### config.mk
export PLATFORM = sky130hd
export DESIGN_NAME = palindromic_substring_counter_unit
export DESIGN_NICKNAME = d
export VERILOG_FILES = /design/src/sv/psc_pkg.sv /design/src/sv/psc_cell.sv /design/src/sv/psc_count_tree.sv /design/src/sv/palindromic_substring_counter_unit.sv
export SDC_FILE = /design/constraint.sdc
export NUM_CORES = 1
export LEC_CHECK = 0
export ABC_AREA = 1
export CORE_MARGIN = 1.5
export CORE_UTILIZATION = 30
export CTS_BUF_LIST = sky130_fd_sc_hd__clkbuf_8
export DETAILED_ROUTE_END_ITERATION = 16
export DONT_BUFFER_PORTS = 1
export HOLD_SLACK_MARGIN = 0.08
export PLACE_DENSITY = 0.42
export SLEW_MARGIN = 10
export SYNTH_ARGS = -nofsm -noshare
export SYNTH_HDL_FRONTEND = slang
export SYNTH_SLANG_ARGS = --single-unit
### constraint.sdc
create_clock -name clk -period 2.6 [get_ports clk]
set_input_delay 0.26 -clock clk [delete_from_list [all_inputs] [get_ports clk]]
set_output_delay 0.26 -clock clk [all_outputs]
set_load 0.01 [all_outputs]
### src/sv/psc_pkg.sv
// ----------------------------------------------------------------------------
// psc_pkg: shared types for the palindromic substring counter
// Word formats, the link between neighboring cells and the pipeline tag.
// ----------------------------------------------------------------------------
package psc_pkg;

    localparam int SYMBOL_W = 8;
    localparam int TOTAL_W  = 12;
    localparam logic [TOTAL_W-1:0] TOTAL_MAX = {TOTAL_W{1'b1}};

    typedef struct packed {
        logic [SYMBOL_W-1:0] symbol;
        logic                last;
    } psc_item_t;

    typedef struct packed {
        logic [TOTAL_W-1:0] total;
        logic               too_long;
    } psc_result_t;

    // What one cell shows to its neighbors.
    typedef struct packed {
        logic occ;
        logic mark;
    } psc_link_t;

    // Broadcast from the control to every cell.
    typedef struct packed {
        logic                step;
        logic                clear;
        logic [SYMBOL_W-1:0] symbol;
    } psc_bcast_t;

    // Sideband that travels alongside the count tree.
    typedef struct packed {
        logic last;
        logic too_long;
    } psc_tag_t;

endpackage

### src/sv/psc_cell.sv
// ----------------------------------------------------------------------------
// psc_cell: one start position of the string
// Holds one stored byte, an occupied bit and the palindrome mark for the
// substring that starts here and ends at the newest byte.
// ----------------------------------------------------------------------------
module psc_cell (
    input  logic                clk,
    input  logic                rst_n,
    input  psc_pkg::psc_bcast_t bcast,
    input  psc_pkg::psc_link_t  left,
    input  psc_pkg::psc_link_t  right,
    output psc_pkg::psc_link_t  link,
    output logic                hit
);
    import psc_pkg::*;

    logic                occ_reg;
    logic                mark_reg;
    logic [SYMBOL_W-1:0] byte_reg;
    logic                write;
    logic                newest;
    logic                match;

    // The first free cell after an occupied one takes the new byte.
    assign write  = !occ_reg && left.occ;
    assign newest = occ_reg && !right.occ;
    assign match  = occ_reg && (byte_reg == bcast.symbol) && (newest || right.mark);
    assign hit    = bcast.step && (write || match);

    assign link.occ  = occ_reg;
    assign link.mark = mark_reg;

    always_ff @(posedge clk or negedge rst_n)
    begin
        if (!rst_n)
        begin
            occ_reg  <= 1'b0;
            mark_reg <= 1'b0;
        end
        else if (bcast.clear)
        begin
            occ_reg  <= 1'b0;
            mark_reg <= 1'b0;
        end
        else if (bcast.step)
        begin
            occ_reg  <= occ_reg || write;
            mark_reg <= write || match;
        end
    end

    always_ff @(posedge clk)
    begin
        if (bcast.step && write)
        begin
            byte_reg <= bcast.symbol;
        end
    end

endmodule

### src/sv/psc_count_tree.sv
// ----------------------------------------------------------------------------
// psc_count_tree: pipelined population count of the cell hits
// A binary tree with a register at every level, with a tag pipe beside it.
// ----------------------------------------------------------------------------
module psc_count_tree #(
    parameter int MAX_LEN = 64
) (
    input  logic                       clk,
    input  logic                       rst_n,
    input  logic                       en,
    input  logic [MAX_LEN-1:0]         hits,
    input  psc_pkg::psc_tag_t          tag_in,
    output logic [$clog2(MAX_LEN+1)-1:0] root,
    output psc_pkg::psc_tag_t          tag_out
);
    import psc_pkg::*;

    localparam int LVL = $clog2(MAX_LEN);
    localparam int P   = 1 << LVL;
    localparam int CW  = $clog2(MAX_LEN+1);

    logic [P-1:0]  leaf;
    logic [CW-1:0] node_reg [P-1];
    psc_tag_t      tag_reg  [LVL];

    assign leaf = P'(hits);

    // Heap numbering: node n sits at index n-1, its children are 2n and 2n+1.
    for (genvar n = 1; n < P; n++)
    begin : g_node
        if (n >= P/2)
        begin : g_bottom
            always_ff @(posedge clk or negedge rst_n)
            begin
                if (!rst_n)
                begin
                    node_reg[n-1] <= '0;
                end
                else if (en)
                begin
                    node_reg[n-1] <= CW'(leaf[2*n-P]) + CW'(leaf[2*n-P+1]);
                end
            end
        end
        else
        begin : g_inner
            always_ff @(posedge clk or negedge rst_n)
            begin
                if (!rst_n)
                begin
                    node_reg[n-1] <= '0;
                end
                else if (en)
                begin
                    node_reg[n-1] <= node_reg[2*n-1] + node_reg[2*n];
                end
            end
        end
    end

    for (genvar k = 0; k < LVL; k++)
    begin : g_tag
        always_ff @(posedge clk or negedge rst_n)
        begin
            if (!rst_n)
            begin
                tag_reg[k] <= '0;
            end
            else if (en)
            begin
                if (k == 0)
                begin
                    tag_reg[k] <= tag_in;
                end
                else
                begin
                    tag_reg[k] <= tag_reg[(k == 0) ? 0 : k-1];
                end
            end
        end
    end

    assign root    = node_reg[0];
    assign tag_out = tag_reg[LVL-1];

endmodule

### src/sv/palindromic_substring_counter_unit.sv
// ----------------------------------------------------------------------------
// Throughput: one word per cycle while no result waits, set by the row of
// cells that all compare their stored byte with the new byte in the same cycle.
// The count for the last word passes through the registered count tree and
// then the result register.
// Reset clears all marks, the length, the total and the overflow flag at once.
// ----------------------------------------------------------------------------
// palindromic_substring_counter_unit: palindromic substring counter
// Counts the palindromic substrings of a string that arrives one byte a word.
// ----------------------------------------------------------------------------
module palindromic_substring_counter_unit #(
    parameter int MAX_LEN = 64
) (
    input  logic                 clk,
    input  logic                 rst_n,
    input  logic                 item_valid,
    output logic                 item_ready,
    input  psc_pkg::psc_item_t   item,
    output logic                 result_valid,
    input  logic                 result_ready,
    output psc_pkg::psc_result_t result
);
    import psc_pkg::*;

    localparam int CW = $clog2(MAX_LEN+1);

    logic               adv;
    logic               fire;
    logic               full;
    logic               ovf_reg;
    psc_bcast_t         bcast;
    psc_link_t          link [MAX_LEN];
    logic [MAX_LEN-1:0] hits;
    logic [MAX_LEN-1:0] occ_vec;
    psc_tag_t           tag_in;
    psc_tag_t           tag_out;
    logic [CW-1:0]      root;
    logic [TOTAL_W-1:0] acc_reg;
    logic [TOTAL_W:0]   sum_wide;
    logic [TOTAL_W-1:0] sum_sat;
    logic               result_valid_reg;
    psc_result_t        result_reg;

    // The whole datapath moves together; it halts only while a result waits.
    assign adv        = !result_valid_reg || result_ready;
    assign item_ready = adv;
    assign fire       = item_valid && adv;
    assign full       = link[MAX_LEN-1].occ;

    assign bcast.step   = fire && !full;
    assign bcast.clear  = fire && item.last;
    assign bcast.symbol = item.symbol;

    for (genvar i = 0; i < MAX_LEN; i++)
    begin : g_cell
        psc_link_t left_link;
        psc_link_t right_link;

        if (i == 0)
        begin : g_head
            assign left_link = '{occ: 1'b1, mark: 1'b0};
        end
        else
        begin : g_mid_left
            assign left_link = link[i-1];
        end

        if (i == MAX_LEN-1)
        begin : g_tail
            assign right_link = '{occ: 1'b0, mark: 1'b0};
        end
        else
        begin : g_mid_right
            assign right_link = link[i+1];
        end

        psc_cell u_cell (
            .clk   (clk),
            .rst_n (rst_n),
            .bcast (bcast),
            .left  (left_link),
            .right (right_link),
            .link  (link[i]),
            .hit   (hits[i])
        );

        assign occ_vec[i] = link[i].occ;
    end

    assign tag_in.last     = fire && item.last;
    assign tag_in.too_long = ovf_reg || (fire && full);

    psc_count_tree #(
        .MAX_LEN (MAX_LEN)
    ) u_tree (
        .clk     (clk),
        .rst_n   (rst_n),
        .en      (adv),
        .hits    (hits),
        .tag_in  (tag_in),
        .root    (root),
        .tag_out (tag_out)
    );

    always_ff @(posedge clk or negedge rst_n)
    begin
        if (!rst_n)
        begin
            ovf_reg <= 1'b0;
        end
        else if (fire)
        begin
            if (item.last)
            begin
                ovf_reg <= 1'b0;
            end
            else if (full)
            begin
                ovf_reg <= 1'b1;
            end
        end
    end

    assign sum_wide = {1'b0, acc_reg} + (TOTAL_W+1)'(root);
    assign sum_sat  = sum_wide[TOTAL_W] ? TOTAL_MAX : sum_wide[TOTAL_W-1:0];

    always_ff @(posedge clk or negedge rst_n)
    begin
        if (!rst_n)
        begin
            acc_reg          <= '0;
            result_valid_reg <= 1'b0;
        end
        else if (adv)
        begin
            if (tag_out.last)
            begin
                acc_reg          <= '0;
                result_valid_reg <= 1'b1;
            end
            else
            begin
                acc_reg          <= sum_sat;
                result_valid_reg <= 1'b0;
            end
        end
    end

    always_ff @(posedge clk)
    begin
        if (adv && tag_out.last)
        begin
            result_reg.total    <= sum_sat;
            result_reg.too_long <= tag_out.too_long;
        end
    end

    assign result_valid = result_valid_reg;
    assign result       = result_reg;

`ifndef ASSERT_OFF
    // Occupied cells always form one run starting at cell zero.
    a_occ_contiguous: assert property (@(posedge clk) disable iff (!rst_n)
        ((occ_vec + MAX_LEN'(1)) & occ_vec) == '0)
        else $error("cell occupancy is not contiguous");

    a_last_clears: assert property (@(posedge clk) disable iff (!rst_n)
        fire && item.last |=> occ_vec == '0)
        else $error("cells not cleared after the last word");

    a_store_grows: assert property (@(posedge clk) disable iff (!rst_n)
        fire && !item.last && !full |=>
        $countones(occ_vec) == $past($countones(occ_vec)) + 1)
        else $error("stored length did not grow by one");

    a_stall_holds_acc: assert property (@(posedge clk) disable iff (!rst_n)
        !adv |=> $stable(acc_reg) && $stable(occ_vec))
        else $error("state moved while the result was stalled");
`endif

endmodule

# Yosys cells after proc, flatten, opt, wreduce, memory -nomap -nowiden
# Index checks and enable logic that the tools add are counted.
dict set report totals {
  input_bits 13
  word_cells 1242
  out_inout_bits 15
  regBits 1119
}
dict set report op_classes {
  n_reduce_logical 584
  n_eq_ne 64
  mux 259
  add_sub_neg 64
}
# cell n
set ops {}
lappend ops {{8-bit equality test} 64}
lappend ops {{1-bit logical AND} 324}
lappend ops {{1-bit 2-to-1 mux} 257}
lappend ops {{7-bit adder} 31}
lappend ops {{1-bit logical OR} 192}
lappend ops {{1-bit logical NOT} 65}
lappend ops {{1-bit by 1-bit adder with 2-bit output} 32}
lappend ops {{12-bit 2-to-1 mux} 2}
lappend ops {{12-bit by 7-bit adder with 13-bit output} 1}
lappend ops {{2-bit nonzero test} 2}
lappend ops {{2-bit AND reduction} 1}

# Longest topological paths before layout
dict set report depth {
  word_depth 7
  ltp_mapped 14
  mapped_depth_nobuf 11
}

# Hierarchy
# Synthesis repeated with hierarchy kept, for this count alone.
dict set report unflattened {
  cells_unflattened 5549
  hier_area_um2 46062.9
}
# mod seq_area_each_um2 cells_per_inst instances area_per_inst_um2
set modules_own_cells {}
lappend modules_own_cells {psc_cell 290.3 67 64 538.0}
lappend modules_own_cells {psc_count_tree 4879.7 1064 1 10014.6}
lappend modules_own_cells {palindromic_substring_counter_unit 740.7 197 1 1615.3}

# Worst setup path after synthesis
# No wires, ideal clock.
dict set report synth_path {
  path_kind {register to register}
  startpoint {reg result_valid_reg, in the netlist result_valid}
  endpoint {reg u_tree.node_reg[217] (netlist name)}
  required_ps 2483
  setup_ps 117
  path_slack_ps 560
  period_less_slack_ps 2040
  n_path_buf 2
  arrival_time_ps 1923
  path_stages_with_launch 10
  cell_sequence {dfrtp_1 nand2_4 nand3_2 buf_2 buf_2 nor2_1 a31o_2 ha_1 nand2_1 nand2_1}
}
dict set report synth_via {
  elab_chain_len 6
  elab_cells_between_ends 7
  classes_between {add/sub (1); reduce/logical (6)}
}
# item line
set synth_rtl {}
lappend synth_rtl {{start, declared} palindromic_substring_counter_unit.sv:41} ;# logic result_valid_reg;
lappend synth_rtl {{start signal, assigned} palindromic_substring_counter_unit.sv:132} ;# result_valid_reg <= 1'b0;
lappend synth_rtl {{start signal, assigned} palindromic_substring_counter_unit.sv:139} ;# result_valid_reg <= 1'b1;
lappend synth_rtl {{start signal, assigned} palindromic_substring_counter_unit.sv:144} ;# result_valid_reg <= 1'b0;
lappend synth_rtl {{1-bit logical NOT (*)} palindromic_substring_counter_unit.sv:45} ;# assign adv = !result_valid_reg || result_ready;
lappend synth_rtl {{1-bit logical OR (*)} palindromic_substring_counter_unit.sv:45}
lappend synth_rtl {{1-bit logical AND} palindromic_substring_counter_unit.sv:47} ;# assign fire = item_valid && adv;
lappend synth_rtl {{1-bit logical AND} palindromic_substring_counter_unit.sv:50} ;# assign bcast.step = fire && !full;
lappend synth_rtl {{1-bit logical AND} psc_cell.sv:28} ;# assign hit = bcast.step && (write || match);
lappend synth_rtl {{1-bit by 1-bit adder with 2-bit output} psc_count_tree.sv:41} ;# node_reg[n-1] <= CW'(leaf[2*n-P]) + CW'(leaf[2*n-P+1]);
lappend synth_rtl {{end signal, assigned by index} psc_count_tree.sv:41}
lappend synth_rtl {{end, declared} psc_count_tree.sv:23} ;# logic [CW-1:0] node_reg [P-1];
# Every way passes the cells marked *; elsewhere a longest branch is shown, timed or not.
# A chain may end at the register's enable or synchronous reset.

# Worst setup path in the final report
dict set report layout_path {
  startpoint {in item[6] (netlist name)}
  endpoint {reg u_tree.node_reg[56] (netlist name)}
}
dict set report layout_via {
  elab_chain_len 6
  elab_cells_between_ends 11
  classes_between {add/sub (1); eq/ne (2); reduce/logical (8)}
}
# item line
set layout_rtl {}
lappend layout_rtl {{start, declared} palindromic_substring_counter_unit.sv:18} ;# input psc_pkg::psc_item_t item,
lappend layout_rtl {{8-bit equality test} psc_cell.sv:27} ;# assign match = occ_reg && (byte_reg == bcast.symbol) && (newest || right.mark);
lappend layout_rtl {{1-bit logical AND (2 in a row)} psc_cell.sv:27}
lappend layout_rtl {{1-bit logical OR} psc_cell.sv:28}
lappend layout_rtl {{1-bit logical AND} psc_cell.sv:28}
lappend layout_rtl {{1-bit by 1-bit adder with 2-bit output (*)} psc_count_tree.sv:41}
# Marked as above.

==> results.cfg <==
[place]
dp_hpwl_um = 60000
port_buffers = 0
gp_congestion = 0.766

[clock_tree]
cts_max_level = 4
clk_latency_ns = 0.86
postCtsSetupRepairBufs = 0
clock_path_buffers = 3
clock-root-buffer = clkbuf_8
hold_buffers = 22
clock-sinks = 853
cts_made_buffers = 159
clkTransAtPathRegs_ns = 0.06
cts_tree = done

[layout]
fin_util_pct = 34.2
fin_nets = 4471
mostFrequentLayoutCell = nand2_1
layout_common_cells = nand2_1 (1412), edfxtp_1 (517), inv_1 (467)
area_delta_synth_final_pct = 13.2
seq_area_um2 = 23900
fillers = 13977
largest_reg_flops = 504
drive_gt1_share_pct = 6.56
multiInputGateArea_um2 = 14100

[global_routing]
grt_max_degree = 337
grt_first_pass_wirelength_um = 176000
grt_use_total_pct = 17.2
grt-ovfl-total = 0
grt_pass1_vias = 28148
antenna_found_initial = 5

[worst_hold_path]
hold_class = in -> async

[sta]
slew_viol_final = 0
hold_slack_ns = -0.811
skew_ns = 0.0412
max_freq_mhz = 386
min_period_ns = 2.59
setup_viol = 0
hold_violations = 336
tns_ns = 0
max_slew_margin_pct = 27.8
rsz0062_at_grt = no
tightest_slew_ns = 1.08
period_share_pct = 99.7

[yosys]
yosys.area.top_type = edfxtp_1
yosysTopAreaCellShare_pct = 38.4
ys_ff_latch = 853
synth-edff-count = 517
ys_seq_area_share_pct = 59.3
syn_area_per_cell_um2 = 9.51
syn_inst = 4247
synthesis.area_um2 = 40400
yosysWarnings = 0
synth_flop_cell = edfxtp_1
synth_nets = 4403
yosysUniqueCellTypes = 42
synth_area_leaders = edfxtp_1 (38%), dfrtp_1 (21%), nand2_1 (13%)
synth_async_sr_flop_share_pct = 39.4

[route]
wirelength_um = 115000
drc = 0
wire_per_inst_um = 18.5
first_pass_iters = 5
drtAntennaViolNets = 0
vias = 27931
drt-vias-per-instance = 4.49
drt_iter0_markers = 1568

[run_status]
status = complete, but fails checks
violations = hold timing

[floorplanning]
fp.coreArea_um2 = 133000
die_x_um = 370
start_util_pct = 30.3
rows = 134
die_h_um = 370
die_area_um2 = 137000
num_io_pins = 28

[critical_path]
endpoint_kind = flip-flop
cp.arrival_ns = 3.32
crit_top_cell = nand2_1
worstPathCellList = dlygate4sd3_1 -> buf_16 -> inv_4 -> buf_12 -> nand2_1 -> o21ai_0 -> nor2_1 -> nand2_1 -> nor2_1 -> nand2_1 -> nand2_1 -> ha_1 -> nand2_1 -> nand2_1
worstSetupPathType = in -> reg
start_kind = primary input
cpPeakStageDelay_ns = 1.23
slowest_stage = dlygate4sd3_1
critical_path_required_ns = 3.33
path_max_fanout = 35

[flow_run]
cap_violations = 0

[pwr]
peakVddDrop_mv = 0.492
leakage_nw = 20.8
power_density_nw_per_um2 = 894
[cell usage after synthesis, types with 2 or more instances]
cell      instances
nand4_1           5
o21ai_1          64
nor2_1          415
a21o_1           10
a31oi_1           3
nor3b_1           2
or2_1             5
or2_2             9
fa_1             32
o21ai_0         279
clkbuf_2          2
buf_1             7
inv_1           383
ha_1            111
dfrtp_1         336
nand3_1         153
xor2_1           66
inv_2             6
nand2_1        1412
nor3_1           20
a21oi_1          95
xnor2_1         119
edfxtp_1        517
nor2_2            2
buf_2            72
nand3b_1          9
clkbuf_1         58
buf_6            21
o211ai_1         11
buf_4            11
[power by group]
group / switching (W) / internal [W] / leakage (nW) / total [W]
combinational: 0.00645 / 0.00309 / 9.77 / 0.00954
sequential: 0.00163 / 0.0175 / 9.20 / 0.0191
clock: 0.00592 / 0.00632 / 1.83 / 0.0122
[stage by stage]
stage / power (W) / setup WS (ns) / std cells / area, um2
floorplan: 0.0254 / 0.560 / 4247 / 40400
global placement: 0.0286 / 0.295 / 5900 / 42300
detailed placement: 0.0286 / 0.262 / 5900 / 42300
CTS: 0.0416 / 0.00455 / 6217 / 45700
global route: 0.0438 / 0.0000786 / 6218 / 45700
finish: 0.0409 / 0.00725 / 6223 / 45700
[critical path, delay by kind of cell]
kind	cells	cell delay [ns]
and+or+nand+nor	8	0.71
AOI/OAI and AO/OA	1	0.07
adders and majority gates	1	0.25
buffers and inverters	4	1.93
[final cells by class]
type / instances / share of cell area (%)
Antenna cell: 6 / 0.0328
Clock buffer: 176 / 5.30
Clock inverter: 119 / 1.20
Inverter: 392 / 3.26
Multi-Input combinational cell: 2831 / 30.8
Sequential cell: 853 / 52.4
Tap cell: 1768 / 4.84
Timing Repair Buffer: 78 / 2.24
[final timing paths]
check / startpoint / to / slack [ns] / cells past startpoint
worst max-delay path: item[6] / u_tree.node_reg[56] / 0.007 / 14
max in group asynchronous: rst_n / u_tree.node_reg[432] / 2.66 / 0
worst max register to register: u_tree.root[0] / result[3] / 0.29 / 8
worst min-delay path: rst_n / u_tree.node_reg[410] / -0.81 / 0
worst min register to register: u_tree.tag_out[0] / result[0] / 0.47 / 0
min in group clk: item[0] / g_cell[63].u_cell.occ_reg / 0.20 / 4
[routing by layer]
metal / vias to the layer above / wire length [um] / GRT usage (%)
met5: - / 14 / 0
met4: 2 / 2770 / 5.41
met3: 153 / 4670 / 3.06
met2: 469 / 51400 / 26.9
met1: 13432 / 56200 / 24.0
li1: 13875 / - / -
[logic make-up (layout without fill, tap and decap cells)]
group	Yosys count	after routing	share of synthesized area, %
AND/OR/NAND/NOR	2036	2036	19.8
flip-flops	853	853	59.3
buffers and inverters	563	765	5.97
AO/OA/AOI/OAI	467	467	5.97
XOR/XNOR	185	185	4.01
adder cells (fa/ha/maj)	143	143	5.03
other	0	6	0
[timing repair]
action                                  CTS  global route
setup endpoints to repair                 0            12
endpoints found under the hold margin  1043           336
resized for setup                         0             3
No activity file was read; power rests on OpenSTA's default activity.
